<file path="config.mk">
export PLATFORM = sky130hd
export DESIGN_NAME = bba_ctrl
export DESIGN_NICKNAME = d
export VERILOG_FILES = /design/src/sv/bba_pkg.sv /design/src/sv/bba_ctrl.sv
export SDC_FILE = /design/constraint.sdc
export NUM_CORES = 1
export LEC_CHECK = 0
export ABC_CLOCK_PERIOD_IN_PS = 4850
export BUFFER_PORTS_ARGS = -buffer_cell sky130_fd_sc_hd__buf_4
export CAP_MARGIN = 30
export CORE_ASPECT_RATIO = 0.6
export CORE_UTILIZATION = 35
export CTS_CLUSTER_SIZE = 28
export DETAILED_ROUTE_END_ITERATION = 7
export PLACE_DENSITY = 0.52
export SYNTH_ARGS = -nofsm -noshare
export SYNTH_HDL_FRONTEND = slang
export SYNTH_SLANG_ARGS = --single-unit
</file>
<file path="constraint.sdc">
create_clock -name clock -period 4.85 [get_ports clock]
set_clock_uncertainty 0.15 [all_clocks]
set_input_delay 0.485 -clock clock [delete_from_list [all_inputs] [get_ports clock]]
set_output_delay 0.485 -clock clock [all_outputs]
set_load 0.005 [all_outputs]
</file>
<file path="src/sv/bba_pkg.sv">
`timescale 1ns / 1ps
`default_nettype none
package bba_pkg;

   localparam logic [2:0] ST_OK       = 3'd0;
   localparam logic [2:0] ST_BAD_POOL = 3'd1;
   localparam logic [2:0] ST_NO_MEM   = 3'd2;
   localparam logic [2:0] ST_BAD_ADDR = 3'd3;
   localparam logic [2:0] ST_BAD_FREE = 3'd4;

   typedef enum logic [4:0] {
      OP_IDLE,
      OP_CLEAR,
      OP_LATCH,
      OP_SETUP,
      OP_SETUP2,
      OP_SCAN_DEC,
      OP_SCAN_TAKE,
      OP_A_STEP,
      OP_A_OFF,
      OP_F_PR,
      OP_F_DEC,
      OP_F_B,
      OP_F_RDB,
      OP_F_HIT,
      OP_F_RMB,
      OP_F_MRG,
      OP_F_TGR,
      OP_F_ROOT,
      OP_M_RB,
      OP_M_RMB,
      OP_M_RMK,
      OP_M_DESC,
      OP_M_BLK,
      OP_TG_RD,
      OP_TG_WR,
      OP_LR_RD,
      OP_LR_WR,
      OP_LP_A,
      OP_LP_B
   } op_type;

   typedef struct packed {
      op_type     op;
      logic       st_we;
      logic [2:0] st_code;
   } cmd_type;

   typedef struct packed {
      logic clr_last;
      logic pool_bad;
      logic is_free;
      logic too_big;
      logic bad_off;
      logic head_nil;
      logic co_zero;
      logic o_over;
      logic cur_zero;
      logic cur_one;
      logic used_rd;
      logic used_p;
   } status_type;

endpackage
`default_nettype wire

</file>
<file path="src/sv/bba_ctrl.sv">
`timescale 1ns / 1ps
`default_nettype none
module bba_ctrl import bba_pkg::*; (
   input  wire logic       clock,
   input  wire logic       reset,
   input  wire logic       start,
   input  wire status_type stat,
   output cmd_type         cmd,
   output logic            busy,
   output logic            rsp_valid
);

   typedef enum logic [4:0] {
      S_CLR, S_IDLE, S_SETUP, S_SETUP2, S_DISP, S_SCAN, S_ALOOP,
      S_FTOP, S_FR, S_FP, S_FD, S_F2, S_F3, S_FIN,
      S_MTOP, S_MR, S_M2, S_M3, S_M4,
      S_TGR, S_TGW, S_LRR, S_LRW, S_LPA, S_LPB
   } state_type;

   state_type state_ff, state_in, ret_ff, ret_in;
   logic      lr_job_ff, lr_job_in, push_job_ff, push_job_in;
   logic      rsp_valid_ff, rsp_valid_in;

   always_comb begin
      state_in     = state_ff;
      ret_in       = ret_ff;
      lr_job_in    = lr_job_ff;
      push_job_in  = push_job_ff;
      rsp_valid_in = 1'b0;
      cmd.op       = OP_IDLE;
      cmd.st_we    = 1'b0;
      cmd.st_code  = ST_OK;
      unique case (state_ff)
         S_CLR: begin
            cmd.op = OP_CLEAR;
            if (stat.clr_last) state_in = S_IDLE;
         end
         S_IDLE: begin
            if (start) begin
               cmd.op   = OP_LATCH;
               state_in = S_SETUP;
            end
         end
         S_SETUP: begin
            if (stat.pool_bad) begin
               cmd.st_we = 1'b1; cmd.st_code = ST_BAD_POOL;
               rsp_valid_in = 1'b1; state_in = S_IDLE;
            end else begin
               cmd.op   = OP_SETUP;
               state_in = S_SETUP2;
            end
         end
         S_SETUP2: begin
            cmd.op   = OP_SETUP2;
            state_in = S_DISP;
         end
         S_DISP: begin
            if (!stat.is_free) begin
               if (stat.too_big) begin
                  cmd.st_we = 1'b1; cmd.st_code = ST_NO_MEM;
                  rsp_valid_in = 1'b1; state_in = S_IDLE;
               end else begin
                  state_in = S_SCAN;
               end
            end else begin
               if (stat.bad_off) begin
                  cmd.st_we = 1'b1; cmd.st_code = ST_BAD_ADDR;
                  rsp_valid_in = 1'b1; state_in = S_IDLE;
               end else begin
                  state_in = S_FTOP;
               end
            end
         end
         S_SCAN: begin
            if (stat.head_nil) begin
               if (stat.co_zero) begin
                  cmd.st_we = 1'b1; cmd.st_code = ST_NO_MEM;
                  rsp_valid_in = 1'b1; state_in = S_IDLE;
               end else begin
                  cmd.op = OP_SCAN_DEC;
               end
            end else begin
               cmd.op = OP_SCAN_TAKE;
               lr_job_in = 1'b1; push_job_in = 1'b0;
               ret_in = S_ALOOP; state_in = S_TGR;
            end
         end
         S_ALOOP: begin
            if (stat.o_over) begin
               cmd.op = OP_A_OFF;
               cmd.st_we = 1'b1; cmd.st_code = ST_OK;
               rsp_valid_in = 1'b1; state_in = S_IDLE;
            end else begin
               cmd.op = OP_A_STEP;
               lr_job_in = 1'b1; push_job_in = 1'b1;
               ret_in = S_ALOOP; state_in = S_TGR;
            end
         end
         S_FTOP: begin
            if (stat.cur_zero) begin
               cmd.st_we = 1'b1; cmd.st_code = ST_BAD_FREE;
               rsp_valid_in = 1'b1; state_in = S_IDLE;
            end else begin
               cmd.op   = OP_F_PR;
               state_in = S_FR;
            end
         end
         S_FR: begin
            if (!stat.used_rd) begin
               cmd.op   = OP_F_DEC;
               state_in = S_FTOP;
            end else begin
               cmd.op   = OP_F_B;
               state_in = S_FP;
            end
         end
         S_FP: begin
            cmd.op   = OP_F_RDB;
            state_in = S_FD;
         end
         S_FD: begin
            priority if (stat.used_p && stat.used_rd) begin
               cmd.op = OP_F_HIT;
               lr_job_in = 1'b1; push_job_in = 1'b1;
               ret_in = S_FIN; state_in = S_TGR;
            end else if (stat.used_p) begin
               cmd.op = OP_F_RMB;
               lr_job_in = 1'b1; push_job_in = 1'b0;
               ret_in = S_F2; state_in = S_LRR;
            end else if (stat.used_rd) begin
               cmd.st_we = 1'b1; cmd.st_code = ST_BAD_FREE;
               rsp_valid_in = 1'b1; state_in = S_IDLE;
            end else if (stat.cur_one) begin
               cmd.op = OP_F_ROOT;
               lr_job_in = 1'b1; push_job_in = 1'b1;
               ret_in = S_FIN; state_in = S_TGR;
            end else begin
               cmd.op   = OP_F_DEC;
               state_in = S_FTOP;
            end
         end
         S_F2: begin
            cmd.op = OP_F_MRG;
            lr_job_in = 1'b1; push_job_in = 1'b1;
            ret_in = S_F3; state_in = S_TGR;
         end
         S_F3: begin
            cmd.op = OP_F_TGR;
            lr_job_in = 1'b0; push_job_in = 1'b0;
            ret_in = S_MTOP; state_in = S_TGR;
         end
         S_FIN: begin
            cmd.st_we = 1'b1; cmd.st_code = ST_OK;
            rsp_valid_in = 1'b1; state_in = S_IDLE;
         end
         S_MTOP: begin
            if (stat.cur_zero) begin
               cmd.st_we = 1'b1; cmd.st_code = ST_OK;
               rsp_valid_in = 1'b1; state_in = S_IDLE;
            end else begin
               cmd.op   = OP_M_RB;
               state_in = S_MR;
            end
         end
         S_MR: begin
            if (stat.used_rd) begin
               cmd.st_we = 1'b1; cmd.st_code = ST_OK;
               rsp_valid_in = 1'b1; state_in = S_IDLE;
            end else begin
               cmd.op = OP_M_RMB;
               lr_job_in = 1'b1; push_job_in = 1'b0;
               ret_in = S_M2; state_in = S_LRR;
            end
         end
         S_M2: begin
            cmd.op = OP_M_RMK;
            lr_job_in = 1'b1; push_job_in = 1'b0;
            ret_in = S_M3; state_in = S_LRR;
         end
         S_M3: begin
            cmd.op   = OP_M_DESC;
            state_in = S_M4;
         end
         S_M4: begin
            cmd.op = OP_M_BLK;
            lr_job_in = 1'b1; push_job_in = 1'b1;
            ret_in = S_MTOP; state_in = S_TGR;
         end
         S_TGR: begin
            cmd.op   = OP_TG_RD;
            state_in = S_TGW;
         end
         S_TGW: begin
            cmd.op   = OP_TG_WR;
            state_in = lr_job_ff ? S_LRR : ret_ff;
         end
         S_LRR: begin
            cmd.op   = OP_LR_RD;
            state_in = S_LRW;
         end
         S_LRW: begin
            cmd.op   = OP_LR_WR;
            state_in = push_job_ff ? S_LPA : ret_ff;
         end
         S_LPA: begin
            cmd.op   = OP_LP_A;
            state_in = S_LPB;
         end
         S_LPB: begin
            cmd.op   = OP_LP_B;
            state_in = ret_ff;
         end
         default: state_in = S_CLR;
      endcase
   end

   always_ff @(posedge clock) begin
      if (reset) begin
         state_ff     <= S_CLR;
         ret_ff       <= S_IDLE;
         lr_job_ff    <= 1'b0;
         push_job_ff  <= 1'b0;
         rsp_valid_ff <= 1'b0;
      end else begin
         state_ff     <= state_in;
         ret_ff       <= ret_in;
         lr_job_ff    <= lr_job_in;
         push_job_ff  <= push_job_in;
         rsp_valid_ff <= rsp_valid_in;
      end
   end

   assign busy      = (state_ff != S_IDLE);
   assign rsp_valid = rsp_valid_ff;

endmodule
`default_nettype wire

</file>
-- Yosys cells after proc, flatten, opt, wreduce, memory -nomap -nowiden
Index checks and enable logic that the tools add are counted.
- bits in registers: 13
- bits of input ports: 15
- output and inout port bits: 11
- equal/unequal tests: 33
- multiplexer cells: 81
- reduce and logical (&&, ||, !) cells: 15
- operators with widths (operator ; number):
    one-hot mux 5 bit (23 select lines) ; 2
    two-way mux 5 bit ; 27
    two-way mux 4 bit ; 18
    == test 5 bit, second input constant ; 9
    == test 5 x 4 -> 1 bit, second input constant ; 8
    one-hot mux 4 bit (9 select lines) ; 1
    one-hot mux 5 bit (7 select lines) ; 1
    two-way mux 1 bit ; 23
    == test 5 x 3 -> 1 bit, second input constant ; 4
    AND reduction 6 bit ; 3
    one-hot mux 1 bit (6 select lines) ; 2
    nonzero test 6 bit ; 2
    == test 5 x 2 -> 1 bit, second input constant ; 2
    inequality test 2 bit, second input constant ; 5
    two-way mux 3 bit ; 3
    inequality test 4 bit, second input constant ; 2
    one-hot mux 1 bit (8 select lines) ; 1
    OR reduction 2 bit ; 4
    nonzero test 7 bit ; 1
    two-way mux 2 bit ; 3
    OR reduction 3 bit ; 2
    == test 5 x 1 -> 1 bit, second input constant ; 1
    logical NOT 5 bit ; 1
    inequality test 5 x 1 -> 1 bit, second input constant ; 1
    3 further kinds ; 3

-- Depth between registers and ports, before layout
Gate-level depths: netlist of the first run.
- depth after elaboration: 5
- depth in mapped cells: 8

-- Least setup slack after synthesis of the first run
No wires, ideal clock.
- kind: input to output
- start: in stat[0] in the netlist's numbering
- end: out cmd[6] in the netlist's numbering
- data arrival time: 1.420 ns
- required time: 4.215 ns
- path slack: 2.795 ns
- stages: 6
- buffers on the path: 0
- cells stage by stage: ha_1 -> or2_2 -> a21oi_1 -> mux2i_1 -> o21ai_0 -> o211ai_1
- RTL lines (what ; line ; RTL):
    start: declaration ; bba_ctrl.sv:7 ; input wire status_type stat,
    end: declaration ; bba_ctrl.sv:8 ; output cmd_type cmd,

==> impl_results.md, run 1 <==
- Number of nets at the end of the flow: 282
- Remaining global-route overflow: 0
- Clock-pin transition on the worst setup and hold timing paths: 0.07 ns
- Critical Path Source Type: flip-flop
- HPWL Detailed: 5080 um
- Worst-margin pin slew: 0.892 ns
- Total met3 wirelength after detailed routing: 838 um
- DRC violations left: 0
- Count of boundary I/O pins: 26
- Area of the core region: between 0.005 and 0.006 sq mm
- Remaining antenna violation count after routing: 0
- Syn. warnings: 0
- Synthesis-to-layout area growth: 11.1%
- Finished Core Util: 41.1%
- Maximum resistive drop on vdd: about 0.094 mV
- Power density of the placed cells: around 230 mW/mm^2
- Number of standard cells after synthesis: 247
- Status: completed
- Library cells used by synthesis: 78
- Nature of the critical path endpoint: output pin
- Top flip-flop cell by instance count after synthesis: sky130_fd_sc_hd__dfxtp_1
- Final design area excluding fillers: between 0.002 and 0.0025 sq mm
- Number of port buffers: 25
- Postcts setup bufs: 0
- Root buf cell: sky130_fd_sc_hd__clkbuf_8
- Mean instance size in the synthesized netlist: 7.69 sq um
- Routed length on met1: 3200 um
- Minimum clock period: between 3 and 4 ns
- Share of synthesized flip-flops with an asynchronous set or reset: 0%
- Worst setup path category: flip-flop to output pin
- Fraction of power spent switching nets: 44.8%
- Largest net degree at the start of global routing: 27
- Sequential group share of total power: 29.0%
- Antenna violations before repair: 0
- GP Congestion: 0.972
- H-Tree Level Count: 1
- Final setup viols: 0
- Cts repair resizes: 0
- Number of clock sinks seen by CTS: 13
- Internal power component: 0.273 mW
- Die outline width: 97.1 um
- Hold-fix buffers, CTS: 0
- Via total after detailed routing: ~2.1k
- Layout cells sized above 1: 24.0%
- Die Area: 0.00574 sq mm
- Final count of pins violating max slew: 0
- Share of the clock period used by the worst path: 63.6%
- Drt via density: approximately 6.4
- Area after detailed placement: 0.00207 sq mm
- Average detailed-routed wire length per instance: between 20 and 25 um
- Cell leakage power: 0.818 nW
- Bufs on Longest Clock Path: 2
- Cell accounting for the most synthesized area: sky130_fd_sc_hd__dfxtp_1
- Synth top area share: a little over an eighth
- Die extent in y: 59.1 um
- Number of nets produced by synthesis: 266
- Number of storage elements in the synthesis netlist: 13
- Post-layout worst setup margin: 1.76 ns
- First-iteration detailed-routing DRC count: 273
- Wire length of the first global-routing pass: between 10000 and 15000 um
- Highest net fanout along the worst path: 21
- Final Hold Vio Count: 0
- Data arrival time of the critical path: 2.45 ns
- Top cells by area in the synthesized netlist: sky130_fd_sc_hd__dfxtp_1 14%, sky130_fd_sc_hd__nand2_1 4.7%, sky130_fd_sc_hd__mux2i_1 3.7%
- Site Rows: 20
- Psw: 0.222 mW
- Number of enable flip-flop cells after synthesis: 0
- Effective utilization at floorplan: 37.0%
- Total Wirelength: approximately 6700 um
- Number of inserted diodes: 0
- Top routing layer in use: met4
- Netlist Area Pre-Place: 0.00190 sq mm
- RSZ-0062 raised after global routing: no
- Routed wire length on met2: about 2600 um
- Part of the total power dissipated in combinational logic: 49.9%
- Count of TritonRoute iterations in the first routing pass: 5
- Upper clock frequency limit: 324 MHz
- Sequential share of the synthesized area: a little over an eighth
- Global-route total usage across every layer: 23.5%
- Min-Delay Path Class: flip-flop to flip-flop
- Number of clock buffers inserted by TritonCTS: 3
- Final total negative setup slack: 0 ns
- Clock latency of the later-clocked register in the worst-skew pair: 0.25 ns
- Required time of the worst setup path: 4.22 ns
- Clk pwr share: about a fifth
- CTS tree: done
- Via count of the first global-routing pass: 1813
- Relative slew slack: around two fifths
- Post-place setup slack: approximately 2.1 ns
- Max capacitance violation total: 0
[registers in the layout, indices dropped and copies added (netlist names)]
register,flops
lr_job_ff,1
push_job_ff,1
rsp_valid,1
ret_ff,5
state_ff,5
[synthesized netlist by cell type (6+ instances only)]
library cell	number
sky130_fd_sc_hd__mux2i_1	7
sky130_fd_sc_hd__a21oi_1	13
sky130_fd_sc_hd__nand3_1	13
sky130_fd_sc_hd__nor3_1	9
sky130_fd_sc_hd__buf_2	6
sky130_fd_sc_hd__nand2_1	24
sky130_fd_sc_hd__nor2_1	15
sky130_fd_sc_hd__nor2b_1	8
sky130_fd_sc_hd__buf_4	8
sky130_fd_sc_hd__a31oi_1	6
sky130_fd_sc_hd__o21ai_0	9
sky130_fd_sc_hd__dfxtp_1	13
[per-layer routing]
| metal | vias to the layer above | GRT usage, % |
|---|---|---|
| li1 | 966 | - |
| met1 | 998 | 36.1 |
| met2 | 140 | 33.1 |
| met3 | 10 | 7.43 |
| met4 | 0 | 0.640 |
| met5 | - | 0 |
[cells by family after synthesis]
family          synth area share [%]
compound gates                  35.0
fa+ha+maj                       2.63
buf+inv                         9.28
flops                           13.7
mux                             4.87
simple gates                    34.6
[cell type report]
type,instances,area [sq um]
repair buffers,31,233
flip-flops and latches,13,260
clock buffers,4,45.0
inverters,7,26.3
fillers,541,3020
well taps,66,82.6
multi-input cells,207,1460
[final timing paths]
path	cells past startpoint	slack [ns]	endpoint	from
worst max-delay path	6	1.76	cmd[3]	state_ff[4]$_SDFFE_PP0P_
worst min-delay path	2	0.32	ret_ff[1]$_SDFFE_PP0P_	ret_ff[1]$_SDFFE_PP0P_
worst min register to register	2	0.32	ret_ff[1]$_SDFFE_PP0P_	ret_ff[1]$_SDFFE_PP0P_
worst max register to register	6	2.22	ret_ff[3]$_SDFFE_PP0P_	state_ff[2]$_SDFFE_PP0P_
[power groups by stage]
stage	Combinational (mW)	Clock, mW	Sequential, mW
2_1_floorplan	0.194	0	0.121
3_3_place_gp	0.245	0	0.144
3_5_place_dp	0.239	0	0.145
4_1_cts	0.240	0.103	0.143
5_1_grt	0.264	0.109	0.145
6_report	0.247	0.104	0.144
[layout by cell type (no fill, tap or decap), types with 2 or more instances in the layout]
cell                        Yosys  final
sky130_fd_sc_hd__o2111ai_1      2      2
sky130_fd_sc_hd__inv_1          5      5
sky130_fd_sc_hd__o22ai_1        3      3
sky130_fd_sc_hd__mux2_2         2      2
sky130_fd_sc_hd__o211ai_1       3      3
sky130_fd_sc_hd__nor2_2         2      2
sky130_fd_sc_hd__nor2b_1        8      8
sky130_fd_sc_hd__and2b_1        5      5
sky130_fd_sc_hd__ha_1           4      4
sky130_fd_sc_hd__nor3_2         2      2
sky130_fd_sc_hd__o21ai_0        9      9
sky130_fd_sc_hd__buf_4          8     31
sky130_fd_sc_hd__a31oi_1        6      6
sky130_fd_sc_hd__o21bai_1       3      3
sky130_fd_sc_hd__o21ai_1        2      2
sky130_fd_sc_hd__a21oi_1       13     13
sky130_fd_sc_hd__nand3b_1       3      3
sky130_fd_sc_hd__a32o_1         2      2
sky130_fd_sc_hd__a41oi_1        2      2
sky130_fd_sc_hd__o32a_1         3      3
sky130_fd_sc_hd__or3_1          2      2
sky130_fd_sc_hd__nand2_1       24     24
sky130_fd_sc_hd__nor4_1         3      3
sky130_fd_sc_hd__a41o_1         2      2
sky130_fd_sc_hd__nor3_1         9      9
sky130_fd_sc_hd__nor2_1        15     15
sky130_fd_sc_hd__dfxtp_1       13     13
sky130_fd_sc_hd__o31a_1         3      3
sky130_fd_sc_hd__nand2b_1       5      5
sky130_fd_sc_hd__a32oi_1        2      2
sky130_fd_sc_hd__mux2i_1        7      7
sky130_fd_sc_hd__a211oi_1       5      5
sky130_fd_sc_hd__clkbuf_8       0      3
sky130_fd_sc_hd__o32ai_1        3      3
sky130_fd_sc_hd__nand3_1       13     13
sky130_fd_sc_hd__a21o_1         2      2
[worst max-delay path, stage by stage (launching register included)]
cell and delay [ns]:
sky130_fd_sc_hd__dfxtp_1 0.84, sky130_fd_sc_hd__buf_4 0.36, sky130_fd_sc_hd__nor3b_4 0.09, sky130_fd_sc_hd__and3_4 0.23, sky130_fd_sc_hd__o2bb2ai_2 0.13, sky130_fd_sc_hd__or3_4 0.40
sky130_fd_sc_hd__buf_4 0.14
[through the flow]
stage	instances	power (mW)	hold WS [ns]
after global routing	328	0.519	0.359
after detailed placement	324	0.384	0.310
after global placement	324	0.389	0.312
final	328	0.495	0.320
after floorplan	247	0.315	0.288
after CTS	328	0.486	0.320
Note: power is estimated with default switching activity, not from simulation.
==> run 2: changes to the inputs <==
--- a/config.mk
+++ b/config.mk
@@ -5,7 +5,7 @@
 export SDC_FILE = /design/constraint.sdc
 export NUM_CORES = 1
 export LEC_CHECK = 0
-export ABC_CLOCK_PERIOD_IN_PS = 4850
+export ABC_CLOCK_PERIOD_IN_PS = 2900
 export BUFFER_PORTS_ARGS = -buffer_cell sky130_fd_sc_hd__buf_4
 export CAP_MARGIN = 30
 export CORE_ASPECT_RATIO = 0.6
==> constraint.sdc (replaced) <==
create_clock -name clock -period 2.9 [get_ports clock]
set_clock_uncertainty 0.15 [all_clocks]
set_input_delay 0.29 -clock clock [delete_from_list [all_inputs] [get_ports clock]]
set_output_delay 0.29 -clock clock [all_outputs]
set_load 0.005 [all_outputs]
==> run 2 against run 1 <==
Compared with the run above: clock-buffer cell count unchanged; sequential power increased by 47%; critical path depth unchanged; first-iteration DRC count decreased by 19%; register-to-register slack got worse by 1.7 ns; global-route usage increased by 1.7 points; sequential share of layout area decreased by 0.34 points; flip-flop and latch count unchanged; critical path type unchanged; highest routed layer unchanged.
==> impl_results.md, run 2 (same netlist as run 1, synthesis figures left out) <==
- Status: completed
- R2R Path Start: state_ff[3]$_SDFFE_PP0P_
- Via count of the first global-routing pass: 1952 (+7.7%)
- GP Congestion: 0.998 (+2.7%)
- Drt via density: 6.40 (-0.72%)
- HPWL Detailed: 5470 um (+7.8%)
- Number of port buffers: 25 (unchanged)
- Critical Path Source Type: flip-flop
- Kind of cell with the highest combined delay on the critical path: simple AND/OR/NAND/NOR gates
- Post-Layout Cell Count: 336 (+2.4%)
- Number of nets at the end of the flow: 290 (+2.8%)
- Power density of the placed cells: 393 mW/mm^2 (+67%)
- Total design power: 0.852 mW (+72%)
- Maximum resistive drop on vdd: 0.125 mV (+33%)
- Share of the clock period used by the worst path: between 90% and 100%
- Via total after detailed routing: 2150 (+1.7%)
- Minimum clock period: 2.76 ns
- RSZ-0062 raised after global routing: no
- Cts repair resizes: 0 (unchanged)
- Relative slew slack: 65.6% (+25 points)
- Depth of the worst register-to-register path: 6 (unchanged)
- H-Tree Level Count: 1 (unchanged)
- Effective utilization at floorplan: 37.0% (unchanged)
- First-iteration detailed-routing DRC count: 222 (-19%)
- Count of boundary I/O pins: 26 (unchanged)
- Number of clock sinks seen by CTS: 13 (unchanged)
- Die Area: 0.00574 sq mm (unchanged)
- Upper clock frequency limit: 362 MHz
- Count of TritonRoute iterations in the first routing pass: 6 (+1)
- Sum of buffers and inverters on the critical path: 2 (unchanged)
- Highest net fanout along the worst path: 16 (-24%)
- Setup slack on the worst flop-to-flop path: 0.54 ns (-1.68 ns)
- Psw: 0.383 mW (+73%)
- Nature of the critical path endpoint: output pin
- Most frequent CP cell: sky130_fd_sc_hd__buf_4
- Wire length of the first global-routing pass: 11000 um (+6.3%)
- Post-placement cell count: 332 (+2.5%)
- Die extent in y: 59.1 um (unchanged)
- Final count of pins violating max slew: 0 (unchanged)
- Largest stage delay, worst path: 0.58 ns (-0.26 ns)
- Min-Delay Path Class: primary input to flip-flop
- Cell leakage power: 0.861 nW (+5.3%)
- Clock-pin transition on the worst setup and hold timing paths: 0.06 ns (about the same)
- Root buf cell: sky130_fd_sc_hd__clkbuf_8
- Worst setup path category: flip-flop to output pin
- Final setup viols: 0 (unchanged)
- Number of clock buffers inserted by TritonCTS: 3 (unchanged)
- Max capacitance violation total: 0 (unchanged)
- Layout cells sized above 1: 26.3% (+2.3 points)
- Site Rows: 20 (unchanged)
- Antenna violations before repair: 0 (unchanged)
- Remaining antenna violation count after routing: 0 (unchanged)
- Sequential group share of total power: 24.8% (-4.2 points)
- Area of the core region: 0.00513 sq mm (unchanged)
- End of the worst register-to-register path: rsp_valid$_SDFF_PP0_
- Remaining global-route overflow: 0 (unchanged)
- Last element of the critical path: cmd[3]
- Die outline width: 97.1 um (unchanged)
- Clk pwr share: 20.4% (-0.7 points)
- Part of the total power dissipated in combinational logic: 54.8% (+4.9 points)
- Series of cell instances along the critical path: buf_4 > or2_1 > o32a_1 > o211ai_2 > or3_4 > buf_4
- Number of inserted diodes: 0 (unchanged)
- Clock latency of the later-clocked register in the worst-skew pair: 0.25 ns (about the same)
- Setup crit start: state_ff[3]$_SDFFE_PP0P_
- Bufs on Longest Clock Path: 2 (unchanged)
- DRC violations left: 0 (unchanged)
- Number of cells on the critical path: 6 (unchanged)
- Top flop regs: ret_ff (5), state_ff (5)
- Worst-margin pin slew: 0.512 ns (-0.380 ns)
- Hold-fix buffers, CTS: 0 (unchanged)
- CTS tree: done
- Data arrival time of the critical path: 2.32 ns (-0.13 ns)
- Number of filler instances in the final layout: 536 (-0.92%)
- Final Hold Vio Count: 0 (unchanged)
- Most used cells in the layout excluding fill and tap cells: 39 x sky130_fd_sc_hd__buf_4, 24 x sky130_fd_sc_hd__nand2_1, 15 x sky130_fd_sc_hd__nor2_1
- Average detailed-routed wire length per instance: 21.0 um (+3.5%)
- Total Wirelength: 7070 um (+6.0%)
- Postcts setup bufs: 0 (unchanged)
- Max stage delay cell, worst path: sky130_fd_sc_hd__dfxtp_1
- Largest net degree at the start of global routing: 24 (-11%)
- Final total negative setup slack: 0 ns (unchanged)
- Synthesis-to-layout area growth: 14.2%
- Most frequent standard cell in the layout excluding fill and tap cells: sky130_fd_sc_hd__buf_4
- Global-route total usage across every layer: 25.2% (+1.7 points)
- Required time of the worst setup path: 2.46 ns (-1.76 ns)
- Internal power component: 0.469 mW (+72%)
- Fraction of power spent switching nets: 45.0% (+0.19 points)
-- run 2: power groups by stage --
stage	Sequential, mW	Clock (mW)	Combinational, mW
after floorplan	0.202	0	0.324
after global placement	0.215	0	0.459
after detailed placement	0.214	0	0.449
after CTS	0.210	0.177	0.450
after global routing	0.211	0.188	0.499
final	0.211	0.174	0.467
-- run 2: worst min path at each step --
stage,from,endpoint,cells after the start
2_1_floorplan,ret_ff[1]$_SDFFE_PP0P_,ret_ff[1]$_SDFFE_PP0P_,2
3_3_place_gp,ret_ff[1]$_SDFFE_PP0P_,ret_ff[1]$_SDFFE_PP0P_,2
3_5_place_dp,ret_ff[1]$_SDFFE_PP0P_,ret_ff[1]$_SDFFE_PP0P_,2
4_1_cts,reset,lr_job_ff$_SDFFE_PP0P_,2
5_1_grt,reset,lr_job_ff$_SDFFE_PP0P_,2
6_report,reset,lr_job_ff$_SDFFE_PP0P_,2
-- run 2: cell type report --
| class | count | area [sq um] | area share (%) |
|---|---|---|---|
| inverter | 7 | 26.3 | 1.21 |
| sequential | 13 | 260 | 12.0 |
| timing repair buffer | 39 | 293 | 13.5 |
| multi-input combinational | 207 | 1460 | 67.4 |
| clock buffer | 4 | 45.0 | 2.07 |
| tap | 66 | 82.6 | 3.80 |
-- run 2: layer usage --
metal | global-route usage, % | routed length (um) | part of all wire (%)
met5 | 0 | 0 | 0
met4 | 3.41 | 111 | 1.6
met1 | 37.3 | 3330 | 47
met2 | 34.1 | 2590 | 37
met3 | 10.5 | 1040 | 15
-- run 2: through the flow --
step	util [%]	hold WS (ns)	setup WS, ns	area (sq um)
2_1_floorplan	-	0.288	1.11	1900
3_3_place_gp	41.4	0.307	0.470	2130
3_5_place_dp	41.4	0.319	0.497	2130
4_1_cts	42.3	0.141	0.206	2170
5_1_grt	42.3	0.157	0.0843	2170
6_report	42.3	0.147	0.139	2170
==> run 3: changes to the inputs <==
--- a/config.mk
+++ b/config.mk
@@ -9,10 +9,10 @@
 export BUFFER_PORTS_ARGS = -buffer_cell sky130_fd_sc_hd__buf_4
 export CAP_MARGIN = 30
 export CORE_ASPECT_RATIO = 0.6
-export CORE_UTILIZATION = 35
+export CORE_UTILIZATION = 58
 export CTS_CLUSTER_SIZE = 28
 export DETAILED_ROUTE_END_ITERATION = 7
-export PLACE_DENSITY = 0.52
+export PLACE_DENSITY = 0.79
 export SYNTH_ARGS = -nofsm -noshare
 export SYNTH_HDL_FRONTEND = slang
 export SYNTH_SLANG_ARGS = --single-unit
==> run 3 against run 2 <==
Compared with the run above: wire length decreased by 14%; fmax increased by 9.6%; clock power about the same; sequential share of layout area increased by 0.39 points; critical endpoint is now cmd[4]; critical path depth increased by 1.
==> impl_results.md, run 3 (same netlist as run 1, synthesis figures left out) <==
- Status: completed
- Total Wirelength: 6050 um (-14%)
- Internal power component: 0.465 mW (-0.87%)
- Number of filler instances in the final layout: 265 (-51%)
- Hold EP: lr_job_ff$_SDFFE_PP0P_
- Count of boundary I/O pins: 26 (unchanged)
- Relative slew slack: 69.2% (+3.6 points)
- Top flop regs: ret_ff (5), state_ff (5)
- Nature of the critical path endpoint: output pin
- Die outline width: 75.9 um (-22%)
- Data arrival time of the critical path: 2.08 ns (-0.24 ns)
- Final Hold Vio Count: 0 (unchanged)
- Sum of buffers and inverters on the critical path: 2 (unchanged)
- Hold-critical path depth: 2 (unchanged)
- Number of nets at the end of the flow: 286 (-1.4%)
- Hold path startpoint: reset
- Power density of the placed cells: 393 mW/mm^2 (about the same)
- Number of cells on the critical path: 7 (+1)
- Final design area excluding fillers: 0.00211 sq mm (-2.7%)
- DRC violations left: 0 (unchanged)
- Synthesis-to-layout area growth: 11.1%
- Kind of cell with the highest combined delay on the critical path: simple AND/OR/NAND/NOR gates
- Most frequent standard cell in the layout excluding fill and tap cells: sky130_fd_sc_hd__buf_4
- Global-route total usage across every layer: 36.8% (+12 points)
- Share of the clock period used by the worst path: 86.8% (-8.4 points)
- Highest net fanout along the worst path: 18 (+2)
- Remaining antenna violation count after routing: 0 (unchanged)
- Wire length of the first global-routing pass: 9590 um (-13%)
- Remaining global-route overflow: 0 (unchanged)
- Required time of the worst setup path: 2.46 ns (about the same)
- Part of the total power dissipated in combinational logic: 54.7% (about the same)
- Effective utilization at floorplan: 63.7% (+27 points)
- Setup slack on the worst flop-to-flop path: 0.79 ns (+0.25 ns)
- GP Congestion: 0.987 (-1.1%)
- H-Tree Level Count: 1 (unchanged)
- Max capacitance violation total: 0 (unchanged)
- Drt via density: 6.84 (+6.9%)
- Depth of the worst register-to-register path: 6 (unchanged)
- Postcts setup bufs: 0 (unchanged)
- Min-Delay Path Class: primary input to flip-flop
- Worst setup path category: flip-flop to output pin
- Largest net degree at the start of global routing: 31 (+29%)
- CTS tree: done
- Max stage delay cell, worst path: sky130_fd_sc_hd__dfxtp_2
- Area after detailed placement: 0.00207 sq mm (-2.8%)
- Number of port buffers: 25 (unchanged)
- Clock-pin transition on the worst setup and hold timing paths: 0.06 ns (about the same)
- Final count of pins violating max slew: 0 (unchanged)
- Die Area: 0.00352 sq mm (-39%)
- Site Rows: 15 (-25%)
- RSZ-0062 raised after global routing: no
- Critical Path Source Type: flip-flop
- Via count of the first global-routing pass: 1756 (-10%)
- Average detailed-routed wire length per instance: 19.6 um (-6.6%)
- Cell leakage power: 0.840 nW (-2.5%)
- Final setup viols: 0 (unchanged)
- Clock latency of the later-clocked register in the worst-skew pair: 0.26 ns (about the same)
- Hold-fix buffers, CTS: 0 (unchanged)
- First-iteration detailed-routing DRC count: 357 (+61%)
- Clk pwr share: 21.3% (+0.9 points)
- Most frequent CP cell: sky130_fd_sc_hd__buf_4
- Largest stage delay, worst path: 0.51 ns (-0.07 ns)
- Number of clock buffers inserted by TritonCTS: 3 (unchanged)
- Sequential group share of total power: 24.0% (-0.8 points)
- Die extent in y: 46.3 um (-22%)
- Bufs on Longest Clock Path: 2 (unchanged)
- Total design power: 0.830 mW (-2.6%)
- Antenna violations before repair: 0 (unchanged)
- Via total after detailed routing: 2107 (-2.0%)
- Series of cell instances along the critical path: buf_4 > nor2b_1 > a31oi_1 > o32ai_1 > nor3_1 > nand3_1 > buf_4
- End of the worst register-to-register path: ret_ff[3]$_SDFFE_PP0P_
- Count of TritonRoute iterations in the first routing pass: 5 (-1)
- Worst-margin pin slew: 0.461 ns (-0.0516 ns)
- Layout cells sized above 1: 25.6% (-0.73 points)
- Area of the core region: 0.00298 sq mm (-42%)
- Number of inserted diodes: 0 (unchanged)
- Number of clock sinks seen by CTS: 13 (unchanged)
- Root buf cell: sky130_fd_sc_hd__clkbuf_8
- Psw: 0.365 mW (-4.8%)
- Maximum resistive drop on vdd: 0.292 mV (+130%)
- Final total negative setup slack: 0 ns (unchanged)
- R2R Path Start: state_ff[0]$_SDFFE_PP0P_
- HPWL Detailed: 4650 um (-15%)
- Most used cells in the layout excluding fill and tap cells: 35 x sky130_fd_sc_hd__buf_4, 24 x sky130_fd_sc_hd__nand2_1, 15 x sky130_fd_sc_hd__nor2_1
- Upper clock frequency limit: 397 MHz (+9.6%)
- Fraction of power spent switching nets: 44.0% (-1.0 points)
- Minimum clock period: 2.52 ns (-0.242 ns)
==> run 3: repair_timing <==
action | 4_1_cts | 5_1_grt
gates resized for setup | 0 | 1
endpoints found under the setup margin | 0 | 1
endpoints found under the hold margin | 0 | 0
==> run 3: stage by stage <==
step / worst slack, ns / util, % / std cells / hold WS [ns]
5_1_grt: 0.229 / 70.8 / 308 / 0.163
6_report: 0.382 / 70.8 / 308 / 0.158
4_1_cts: 0.201 / 70.7 / 308 / 0.151
2_1_floorplan: 1.11 / - / 247 / 0.288
3_5_place_dp: 0.469 / 69.2 / 304 / 0.322
3_3_place_gp: 0.570 / 69.2 / 304 / 0.310
==> run 3: how the worst max path moves through the flow <==
stage,startpoint,to,slack [ns]
finish,state_ff[3]$_SDFFE_PP0P_,cmd[4],0.38
global route,state_ff[3]$_SDFFE_PP0P_,cmd[4],0.23
CTS,state_ff[3]$_SDFFE_PP0P_,cmd[4],0.20
detailed placement,state_ff[3]$_SDFFE_PP0P_,cmd[4],0.47
global placement,state_ff[3]$_SDFFE_PP0P_,cmd[4],0.57
floorplan,state_ff[1]$_SDFFE_PP0P_,cmd[5],1.11
==> run 3: layer usage <==
metal / vias up / GRT usage [%] / share of wire (%)
met3: 4 / 12.3 / 15
met5: - / 0 / 0
met4: 0 / 10.0 / 0.55
met1: 982 / 54.4 / 46
li1: 975 / - / -
met2: 146 / 49.1 / 38
==> run 3: cell type report <==
| cell class | count | area [sq um] | share of cell area, % |
|---|---|---|---|
| sequential | 13 | 262 | 12.4 |
| inverter | 7 | 26.3 | 1.24 |
| timing repair buffer | 35 | 263 | 12.4 |
| clock buffer | 4 | 45.0 | 2.13 |
| tap | 42 | 52.6 | 2.49 |
| multi-input combinational | 207 | 1460 | 69.3 |
==> run 3: worst reg2reg max path, stage by stage, from the launching register on <==
cell                       delay, ns
sky130_fd_sc_hd__dfxtp_1        0.31
sky130_fd_sc_hd__buf_4          0.29
sky130_fd_sc_hd__nand2b_1       0.32
sky130_fd_sc_hd__nor3_2         0.14
sky130_fd_sc_hd__a211oi_4       0.38
sky130_fd_sc_hd__nand2_4        0.14
sky130_fd_sc_hd__a32o_1         0.27
==> run 3: power by group through the flow <==
stage	combinational (mW)	sequential (mW)	clock, mW
CTS	0.441	0.199	0.180
global route	0.489	0.201	0.183
finish	0.454	0.199	0.176
detailed placement	0.440	0.203	0
global placement	0.440	0.203	0
floorplan	0.324	0.202	0
